File: src/design/ip_address_text_parser_assert.svh
// Assertion macros shared by the address text parser.
`ifndef IP_ADDRESS_TEXT_PARSER_ASSERT_SVH
`define IP_ADDRESS_TEXT_PARSER_ASSERT_SVH

// Same-cycle implication, checked outside reset.
`define IATP_ASSERT_IMPL(name, ante, cons) \
  name: assert property (@(posedge clk) disable iff (rst) (ante) |-> (cons)) \
    else $error("iatp: same-cycle check failed");

// Next-cycle implication, checked outside reset.
`define IATP_ASSERT_NEXT(name, ante, cons) \
  name: assert property (@(posedge clk) disable iff (rst) (ante) |=> (cons)) \
    else $error("iatp: next-cycle check failed");

`endif

File: src/design/iatp_pkg.sv
// Package: beat types, character codes and limits for the address text parser.
package iatp_pkg;

  // Character codes
  localparam logic [7:0] CH_NUL   = 8'h00;
  localparam logic [7:0] CH_COLON = 8'h3A;
  localparam logic [7:0] CH_DOT   = 8'h2E;
  localparam logic [7:0] CH_0     = 8'h30;
  localparam logic [7:0] CH_9     = 8'h39;
  localparam logic [7:0] CH_LA    = 8'h61;
  localparam logic [7:0] CH_LF    = 8'h66;
  localparam logic [7:0] CH_UA    = 8'h41;
  localparam logic [7:0] CH_UF    = 8'h46;

  // Limits
  localparam logic [11:0] OCTET_MAX     = 12'd255;
  localparam logic [4:0]  ADDR_BYTES    = 5'd16;
  localparam logic [4:0]  GROUP_PUT_MAX = 5'd14;
  localparam logic [4:0]  QUAD_PUT_MAX  = 5'd12;
  localparam logic [2:0]  QUAD_OCTETS   = 3'd4;

  typedef struct packed {
    logic [7:0] ch;
    logic       is_six;
  } text_t;

  typedef struct packed {
    logic        ok;
    logic [63:0] addr_hi;
    logic [63:0] addr_lo;
  } result_t;

  // Finished string: bytes right-aligned in write order, split into the
  // part before the gap (head) and the part after it (tail).
  typedef struct packed {
    logic         ok;
    logic [127:0] store;
    logic [4:0]   head_n;
    logic [4:0]   tail_n;
  } snap_t;

endpackage

File: src/design/iatp_scan.sv
// Character scanner: per-string parse state and the finished-string register.
module iatp_scan (
  input  logic             clk,
  input  logic             rst,
  input  logic             text_valid,
  output logic             text_ready,
  input  iatp_pkg::text_t  text,
  output logic             snap_valid,
  input  logic             snap_ready,
  output iatp_pkg::snap_t  snap
);
  import iatp_pkg::*;

  typedef struct packed {
    logic [127:0] store;
    logic [4:0]   wpos;
    logic [4:0]   gpos;
    logic         gap;
    logic [15:0]  hex;
    logic         saw_hex;
    logic [7:0]   dec;
    logic         dec_ok;
    logic         dotted;
    logic [2:0]   octets;
    logic         saw_dec;
    logic         failed;
    logic         at_start;
    logic         colon_pend;
    logic         six;
  } scan_st_t;

  localparam scan_st_t ST_RESET = '{dec_ok: 1'b1, at_start: 1'b1, default: '0};
  localparam scan_st_t ST_CLEAR = '{dec_ok: 1'b1, default: '0};

  scan_st_t st, st_next;
  snap_t    snap_next;
  logic     accept;

  assign text_ready = !snap_valid || snap_ready;
  assign accept     = text_valid && text_ready;

  always_comb begin
    scan_st_t     cur;
    logic         dig, lc, uc, hex_ok;
    logic [3:0]   hval;
    logic [11:0]  dec_nv;
    logic [2:0]   oc_inc;
    logic [127:0] fs;
    logic [4:0]   fw, head, tail;
    logic         good;

    cur = st;
    if (st.at_start) begin
      cur     = ST_CLEAR;
      cur.six = text.is_six;
    end
    st_next = cur;

    dig    = (text.ch >= CH_0) && (text.ch <= CH_9);
    lc     = (text.ch >= CH_LA) && (text.ch <= CH_LF);
    uc     = (text.ch >= CH_UA) && (text.ch <= CH_UF);
    hex_ok = dig || lc || uc;
    hval   = dig ? text.ch[3:0] : text.ch[3:0] + 4'd9;
    dec_nv = ({4'd0, cur.dec} << 3) + ({4'd0, cur.dec} << 1) + {8'd0, text.ch[3:0]};
    oc_inc = cur.octets + 3'd1;

    fs   = cur.store;
    fw   = cur.wpos;
    head = '0;
    tail = ADDR_BYTES;
    good = 1'b1;

    if (st.at_start && text.is_six && text.ch == CH_COLON) begin
      // leading colon: the next character must be a colon too
      st_next.colon_pend = 1'b1;
    end else if (text.ch != CH_NUL) begin
      if (!cur.failed) begin
        if (cur.six && !cur.dotted) begin
          st_next.colon_pend = 1'b0;
          if (cur.colon_pend && cur.wpos == 5'd0 && text.ch != CH_COLON) begin
            st_next.failed = 1'b1;
          end else if (hex_ok) begin
            if (cur.hex[15:12] != 4'd0) begin
              st_next.failed = 1'b1;
            end else begin
              st_next.hex     = {cur.hex[11:0], hval};
              st_next.saw_hex = 1'b1;
              if (dig) begin
                if (dec_nv > OCTET_MAX) st_next.dec_ok = 1'b0;
                else                    st_next.dec    = dec_nv[7:0];
                st_next.saw_dec = 1'b1;
              end else begin
                st_next.dec_ok = 1'b0;
              end
            end
          end else if (text.ch == CH_COLON) begin
            st_next.dec     = '0;
            st_next.dec_ok  = 1'b1;
            st_next.saw_dec = 1'b0;
            if (!cur.saw_hex) begin
              // empty group: this is the gap
              if (cur.gap) begin
                st_next.failed = 1'b1;
              end else begin
                st_next.gap  = 1'b1;
                st_next.gpos = cur.wpos;
              end
            end else if (cur.wpos > GROUP_PUT_MAX) begin
              st_next.failed = 1'b1;
            end else begin
              st_next.store      = {cur.store[111:0], cur.hex};
              st_next.wpos       = cur.wpos + 5'd2;
              st_next.hex        = '0;
              st_next.saw_hex    = 1'b0;
              st_next.colon_pend = 1'b1;
            end
          end else if (text.ch == CH_DOT) begin
            // embedded dotted quad: the group just read was its first octet
            if (cur.wpos > QUAD_PUT_MAX || !cur.dec_ok || !cur.saw_dec) begin
              st_next.failed = 1'b1;
            end else begin
              st_next.store   = {cur.store[119:0], cur.dec};
              st_next.wpos    = cur.wpos + 5'd1;
              st_next.dec     = '0;
              st_next.saw_dec = 1'b0;
              st_next.octets  = 3'd1;
              st_next.dotted  = 1'b1;
              st_next.hex     = '0;
              st_next.saw_hex = 1'b0;
            end
          end else begin
            st_next.failed = 1'b1;
          end
        end else begin
          // dotted quad character
          if (dig) begin
            if (dec_nv > OCTET_MAX) begin
              st_next.failed = 1'b1;
            end else begin
              st_next.dec = dec_nv[7:0];
              if (!cur.saw_dec) begin
                st_next.octets = oc_inc;
                if (oc_inc > QUAD_OCTETS) st_next.failed  = 1'b1;
                else                      st_next.saw_dec = 1'b1;
              end
            end
          end else if (text.ch == CH_DOT && cur.saw_dec) begin
            if (cur.octets == QUAD_OCTETS) begin
              st_next.failed = 1'b1;
            end else begin
              st_next.store   = {cur.store[119:0], cur.dec};
              st_next.wpos    = cur.wpos + 5'd1;
              st_next.dec     = '0;
              st_next.saw_dec = 1'b0;
            end
          end else begin
            st_next.failed = 1'b1;
          end
        end
      end
    end else begin
      // end of string: flush the open token and size the gap
      st_next.at_start = 1'b1;
      if (cur.failed) begin
        good = 1'b0;
      end else if (cur.six) begin
        if (cur.colon_pend) begin
          good = 1'b0;
        end else begin
          if (cur.dotted) begin
            if (cur.octets < QUAD_OCTETS) begin
              good = 1'b0;
            end else begin
              fs = {fs[119:0], cur.dec};
              fw = fw + 5'd1;
            end
          end else if (cur.saw_hex) begin
            if (cur.wpos > GROUP_PUT_MAX) begin
              good = 1'b0;
            end else begin
              fs = {fs[111:0], cur.hex};
              fw = fw + 5'd2;
            end
          end
          if (cur.gap) begin
            if (fw >= ADDR_BYTES || cur.gpos > fw) good = 1'b0;
            head = cur.gpos;
            tail = fw - cur.gpos;
          end else if (fw != ADDR_BYTES) begin
            good = 1'b0;
          end
        end
      end else begin
        if (cur.octets < QUAD_OCTETS) begin
          good = 1'b0;
        end else begin
          fs = {fs[119:0], cur.dec};
        end
      end
    end

    snap_next = '{ok: good, store: fs, head_n: head, tail_n: tail};
  end

  always_ff @(posedge clk) begin
    if (rst) begin
      st         <= ST_RESET;
      snap_valid <= 1'b0;
    end else begin
      if (accept) st <= st_next;
      if (accept && text.ch == CH_NUL) snap_valid <= 1'b1;
      else if (snap_ready)              snap_valid <= 1'b0;
    end
  end

  always_ff @(posedge clk) begin
    if (accept && text.ch == CH_NUL) snap <= snap_next;
  end

endmodule

File: src/design/ip_address_text_parser.sv
// Top level of the streaming IPv4/IPv6 address text parser.
//
// Text channel (text_valid/text_ready/text): one beat per ASCII character,
// a NUL character ends the string. The family bit is sampled on the first
// beat of each string (0 dotted quad, 1 IPv6 text).
// Result channel (result_valid/result_ready/result): one beat per string,
// sent for the NUL beat only; ok flags a valid address, and addr_hi/addr_lo
// carry the 128-bit address in network order (IPv4 in the low 32 bits).
// Throughput: one character per cycle while text_ready is high. Each
// character updates the parse state in the cycle it is taken; the NUL beat
// lands in the finished-string register, and the gap expansion shift loads
// the result register from it once the result register is free or draining.
// When the receiver stalls, the result register holds its beat and the
// finished-string register can still take one more string end; text is held
// off only while both are full.
// Reset clears the parse state to the start of a string and empties both
// registers; no clearing pass is needed.
`include "ip_address_text_parser_assert.svh"

module ip_address_text_parser (
  input  logic              clk,
  input  logic              rst,
  input  logic              text_valid,
  output logic              text_ready,
  input  iatp_pkg::text_t   text,
  output logic              result_valid,
  input  logic              result_ready,
  output iatp_pkg::result_t result
);
  import iatp_pkg::*;

  logic    snap_valid;
  logic    snap_ready;
  snap_t   snap;
  result_t result_next;

  // Scanner: parse state, one character per beat.
  iatp_scan u_scan (
    .clk        (clk),
    .rst        (rst),
    .text_valid (text_valid),
    .text_ready (text_ready),
    .text       (text),
    .snap_valid (snap_valid),
    .snap_ready (snap_ready),
    .snap       (snap)
  );

  // Advance the finished string whenever the result register is free or draining.
  assign snap_ready = !result_valid || result_ready;

  // Expand the gap: head bytes move to the top, tail bytes stay at the bottom,
  // zeros fill between. Without a gap the head is empty and the tail is all.
  always_comb begin
    logic [4:0]   head_sh, tail_sh;
    logic [127:0] head_part, tail_mask, addr;
    head_sh   = ADDR_BYTES - snap.head_n;
    tail_sh   = ADDR_BYTES - snap.tail_n;
    head_part = (snap.store >> {snap.tail_n, 3'b000}) << {head_sh, 3'b000};
    tail_mask = {128{1'b1}} >> {tail_sh, 3'b000};
    addr      = head_part | (snap.store & tail_mask);
    if (!snap.ok) addr = '0;
    result_next = '{ok: snap.ok, addr_hi: addr[127:64], addr_lo: addr[63:0]};
  end

  // Result register: hold while stalled, drop once taken.
  always_ff @(posedge clk) begin
    if (rst) begin
      result_valid <= 1'b0;
    end else if (snap_valid && snap_ready) begin
      result_valid <= 1'b1;
    end else if (result_ready) begin
      result_valid <= 1'b0;
    end
  end

  always_ff @(posedge clk) begin
    if (snap_valid && snap_ready) result <= result_next;
  end

  // Checks
  `IATP_ASSERT_NEXT(a_nul_snap, text_valid && text_ready && text.ch == CH_NUL, snap_valid)
  `IATP_ASSERT_NEXT(a_snap_hold, snap_valid && !snap_ready, snap_valid && $stable(snap))
  `IATP_ASSERT_IMPL(a_snap_span, snap_valid && snap.ok, ({1'b0, snap.head_n} + {1'b0, snap.tail_n}) <= 6'd16)
  `IATP_ASSERT_IMPL(a_fail_zero, result_valid && !result.ok, result.addr_hi == 64'd0 && result.addr_lo == 64'd0)

endmodule

File: config.mk
export PLATFORM = sky130hd
export DESIGN_NAME = ip_address_text_parser
export DESIGN_NICKNAME = d
export VERILOG_FILES = /design/src/design/iatp_pkg.sv /design/src/design/iatp_scan.sv /design/src/design/ip_address_text_parser.sv
export VERILOG_INCLUDE_DIRS = /design/src /design/src/design
export SDC_FILE = /design/constraint.sdc
export NUM_CORES = 2
export LEC_CHECK = 0
export ABC_CLOCK_PERIOD_IN_PS = 12670
export CAP_MARGIN = 20
export CORE_ASPECT_RATIO = 0.9
export CORE_MARGIN = 4
export CORE_UTILIZATION = 50
export CTS_CLUSTER_DIAMETER = 80
export DETAILED_ROUTE_END_ITERATION = 10
export DONT_BUFFER_PORTS = 1
export GPL_ROUTABILITY_DRIVEN = 1
export REMOVE_ABC_BUFFERS = 1
export SLEW_MARGIN = 20
export SYNTH_ARGS = -nofsm -noshare
export SYNTH_HDL_FRONTEND = slang
export SYNTH_HIERARCHICAL = 1
export SYNTH_SLANG_ARGS = --single-unit
File: constraint.sdc
create_clock -name clk -period 12.67 [get_ports clk]
set_clock_uncertainty 0.1 [all_clocks]
set_input_delay 1.267 -clock clk [delete_from_list [all_inputs] [get_ports clk]]
set_output_delay 1.267 -clock clk [all_outputs]
set_load 0.03 [all_outputs]
**After elaboration in Yosys (flattened, before gate mapping)**

Cells that the tools add are included.

- Register bits after elaboration: 444
- Latch bits: 0
- Bits in writable memories: 0
- Bits in read-only memories: 0
- Bits of input ports: 13
- Output and inout bits: 131
- Word-level logic and storage cells: 195
- Memories kept: 0

- Add/subtract/negate cells: 9
- Multiply operators: 0
- Div/mod/pow operators: 0
- $lt $le $gt $ge: 13
- Equal/unequal tests: 5
- Shift-type cells: 3
- Mux-type cells: 105
- Bitwise gates (word level): 4
- Reductions and logical operators: 32

Operator list:

| kind | number |
|---|---|
| 133-bit two-way mux | 9 |
| 128-bit two-way mux | 9 |
| 171-bit two-way mux | 2 |
| 174-bit two-way mux | 1 |
| 172-bit two-way mux | 1 |
| 170-bit two-way mux | 1 |
| 139-bit two-way mux | 1 |
| 128-bit AND | 1 |
| 128-bit bitwise OR | 1 |
| 128-bit by 8-bit << shifter with 128-bit output | 1 |
| 128-bit by 8-bit >> shifter with 128-bit output | 1 |
| 128-bit by 8-bit >> shifter with 128-bit output, first input constant | 1 |
| 25-bit two-way mux | 3 |
| 5-bit two-way mux | 13 |
| 26-bit two-way mux | 2 |
| 8-bit two-way mux | 6 |
| 1-bit two-way mux | 42 |
| 17-bit two-way mux | 2 |
| 23-bit two-way mux | 1 |
| 6-bit two-way mux | 3 |
| 8-bit by 6-bit equality test with 1-bit output, second input constant | 2 |
| 8-bit by 7-bit greater-or-equal comparator with 1-bit output, second input constant | 2 |
| 8-bit by 7-bit less-or-equal comparator with 1-bit output, second input constant | 2 |
| 4-bit two-way mux | 4 |
| 32 further kinds | 60 |

**Logic depth before layout (Yosys ltp)**

- Depth after elaboration: 17
- Gate-level depth with buffers: 24
- Gate-level depth less buffers: 17

**Modules after synthesis**

The synthesis kept the hierarchy.

By module, submodules not included:

| module | instances | cells an instance | area each (um^2) | seq. area each (um^2) |
|---|---|---|---|---|
| iatp_scan | 1 | 2889 | 21474.3 | 7677.4 |
| ip_address_text_parser | 1 | 1899 | 17112.7 | 3893.7 |

**Least setup slack after synthesis**

OpenSTA, ideal clock, no wires.

- Path kind: input to register
- Start point: input port text[1] in the netlist's numbering
- End point: register, netlist name u_scan/snap[0]
- Library setup time: 492 ps
- Arrival: 5545 ps
- Data required time: 12078 ps
- Setup slack: 6534 ps
- Cell stages on the path: 7
- Cell sequence: inv_1 > ha_1 > or4b_2 > nor2_1 > clkbuf_1 > nand2_1 > inv_1

- Word-level cells in the longest chain between the ends: 2

Ends and longest elaborated chain:

| what | line | RTL |
|---|---|---|
| from (decl) | ip_address_text_parser.sv:25 | `input iatp_pkg::text_t text,` |
| 8-bit zero test | iatp_scan.sv:217 | `if (accept && text.ch == CH_NUL) snap <= snap_next;` |
| 1-bit logical AND | iatp_scan.sv:217 |  |

Every way passes these cells.
A chain may end at the register's enable or synchronous reset.

**Worst setup path in the final report**

- Start point: register, netlist name u_scan/snap[1]
- End point: register result[125] in the netlist's numbering (data pin)

- Word-level cells in the longest chain between the ends: 4
- Elaborated cells on any way between the ends: 6
- Classes of those cells: 1 x add/sub; 3 x shift; 2 x bitwise

Ends and longest elaborated chain:

| what | line | RTL |
|---|---|---|
| branches (longest 3 deep; another with 128-bit by 8-bit >> shifter with 128-bit output) | - |  |
| 128-bit bitwise OR (*) | ip_address_text_parser.sv:61 | `addr = head_part \| (snap.store & tail_mask);` |
| to (signal assigned) | ip_address_text_parser.sv:78 | `if (snap_valid && snap_ready) result <= result_next;` |
| to (decl) | ip_address_text_parser.sv:28 | `output iatp_pkg::result_t result` |

Every way passes the cells marked *.

==> impl_results.md <==
* Status: completed
* GRT Total Usage at 0.469
* RSZ-0062 raised after global routing: no
* Switch Pwr at 0.000831 W
* Synthesis-to-layout area growth at 6.14%
* H-Tree Depth at 2
* FFs w/ async S/R, synth at 0
* Final Cycle Share at 0.419
* Post-synth top area share at 0.209
* Initial Util at 0.505
* Grt total ovfl at 0
* Hold path cells at 1
* Total CTS buffers at 50
* EDFF count, synth at 268
* Clock tree buffer depth at 3
* Clock-pin slew on the worst setup and hold paths at 0.06 ns
* Comb power frac at 0.064
* Dominant cells by area after synthesis: edfxtp_1 (21%), dfxtp_1 (9.1%), a21oi_1 (7.1%)
* Critical Path Start Type: flip-flop
* Post-CTS sizing at 0
* Worst r2r src: u_scan/snap[1]
* CTS root buf: clkbuf_16
* Register area share after synthesis at 0.300
* Max-Cap Viols at 0
* Post-CTS Setup Bufs at 0
* Netlist cell types at 102
* Overall die width at 301 microns
* DRC Markers at 0
* Hold WC Path Type: flip-flop to flip-flop
* Final GP Congestion at 1.09
* Post-route setup slack at 7.37 ns
* I/O pins at 144
* Max-slew headroom at 0.149
* WL final at 200000 microns
* P_leak at 13.1 nW
* Placed Area at 39300 sq um
* Worst min-delay path startpoint: u_scan/st[13]
* Post-Syn Instances at 4788
* Setup TNS at 0 ns
* Period minus WS final at 5.30 ns
* Core area at 76400 sq um
* Cell Pwr Density at 79.5 nW/um^2
* Yosys reg bits at 444
* Reg2reg setup slack at 7.37 ns
* Worst Tran Pin Value at 1.27 ns
* Worst-skew pair later-pin latency at 0.66 ns
* Yosys warnings at 6
* Row cnt at 96
* Net Sw Frac at 0.255
* Worst hold slack at 0.359 ns
* Peak Freq at 189 MHz
* DPL Wire Length at 140000 microns
* Mean post-synth cell area at 8.06 sq um
* Part of the power in registers at 0.468
* Hold path endpoint: u_scan/st[13]
* First DRT Iteration DRCs at 8836
* Worst vdd ir at 0.0942 mV
* Top layer reached by signal wires: met5
* Top_reg_cell synth: edfxtp_1
* Crit end category: flip-flop
* Antenna violations before repair at 15
* Total number of vias at 43200
* Post-synth top area cell: edfxtp_1
* Slew Viols, Final at 0
* Fin. Hold Viols at 0
* First-pass GRT wire length at 284000 microns
* Synth Cell Area at 38600 sq um
* Share of layout cells above drive strength 1 at 0.113
* CTS Hold Bufs at 0
* Drt first pass iters at 10
* # clock sinks at 444
* Setup violators final at 0
* WL met2 at 80900 microns
* Util after Layout at 0.536
* CP Max Fanout at 65
* Top cell types by occurrence after synthesis: nand2_1 (634), a21oi_1 (544), nor2_1 (441), o21ai_0 (424), clkbuf_1 (329)
* Via density per instance at 7.72
* Metal3 WL at 31400 microns
* Number of global-route vias before repair at 38100
* Dpl ws at 7.61 ns
* Routed WL per cell at 35.8 microns
* Clock power frac at 0.468
* Antenna viol nets, final at 0
* Pint at 0.00242 W
* CP Data Required Time at 13.08 ns
* Most frequent cell after synthesis: nand2_1
* Reg2Reg Capture Point: result[125]
* Metal-1 WL at 73000 microns
* CTS tree: built
* Worst-case reg-to-reg path depth at 9
* DIE HEIGHT at 272 microns
* Fillers at 7281
* Post-Layout Inst Area at 41000 sq um
* Die Footprint at 81700 sq um
* CP Class: flip-flop to flip-flop
* Largest net degree at the start of global routing at 153
* Crit path arrival time at 5.72 ns
* I/O Buffers at 0
* Nets at 4562
-- per-stage QoR --
step	cells	total power [W]
6_report	5588	0.00326
5_1_grt	5581	0.00333
4_1_cts	5580	0.00326
3_5_place_dp	5489	0.00175
3_3_place_gp	5489	0.00175
2_1_floorplan	4333	0.00167
-- sequential cells by signal (all words and copies together), names as in the netlist --
signal,flops
result_valid,1
result,129
u_scan/snap,139
u_scan/snap_valid,1
u_scan/st,174
-- layer usage --
layer  track usage  vias up
met4         0.260       20
li1              -    17800
met1         0.625    20400
met5             0        -
met2         0.665     4087
met3         0.159      849
-- layout make-up --
| cell class | count | area [sq um] | share of cell area |
|---|---|---|---|
| antenna | 8 | 20.0 | 0.000489 |
| clock buffer | 63 | 1350 | 0.0330 |
| clock inverter | 28 | 330 | 0.00806 |
| inverter | 51 | 199 | 0.00486 |
| multi-input combinational | 3838 | 25200 | 0.615 |
| sequential | 444 | 11600 | 0.283 |
| tap | 1029 | 1290 | 0.0314 |
| timing repair buffer | 127 | 1000 | 0.0245 |
-- power by group through the flow --
| stage | combinational [W] | clock, W | sequential [W] |
|---|---|---|---|
| 3_3_place_gp | 0.000196 | 0 | 0.00155 |
| 4_1_cts | 0.000197 | 0.00154 | 0.00152 |
| 6_report | 0.000209 | 0.00152 | 0.00152 |
| 2_1_floorplan | 0.000111 | 0 | 0.00156 |
| 5_1_grt | 0.000215 | 0.00159 | 0.00152 |
| 3_5_place_dp | 0.000196 | 0 | 0.00155 |
-- layout by cell type (no fill, tap or decap), drive strengths merged, types with 121 or more instances in the layout --
master    n
a21oi   544
a22oi   138
buf     127
dfxtp   176
edfxtp  268
mux2i   159
nand2   634
nor2    443
nor2b   121
o21ai   452
-- worst max-delay path, cell delays in order (launching register included) --
cell and delay [ns]:
edfxtp_1 0.33, buf_4 0.44, buf_4 0.87, nor2b_1 1.01, o2bb2ai_1 0.24, o21ai_0 0.11
a211oi_1 0.97, o22ai_1 0.23, o31ai_1 0.58, a221o_1 0.22
-- worst max-delay path by stage --
stage | startpoint | endpoint | slack, ns | cells after the start
floorplan | u_scan/st[2] | u_scan/st[137] | -2.70 | 11
global placement | text[1] | u_scan/st[115] | 7.75 | 12
detailed placement | text[1] | u_scan/st[131] | 7.61 | 12
CTS | u_scan/st[2] | u_scan/st[113] | 7.65 | 12
global route | u_scan/st[2] | u_scan/st[125] | 7.29 | 12
finish | u_scan/snap[1] | result[125] | 7.37 | 9
-- cell families (layout without fill, tap and decap cells) --
kind of cell	Yosys count	in the layout	synth area share
AO/OA/AOI/OAI	1891	1891	0.319
XOR/XNOR	25	25	0.00567
adder cells (fa/ha/maj)	37	37	0.0124
buffers and inverters	506	269	0.0546
flip-flops	444	444	0.300
multiplexers	351	351	0.132
other	0	8	0
AND/OR/NAND/NOR	1534	1534	0.177
(Power assumes the default switching activity.)
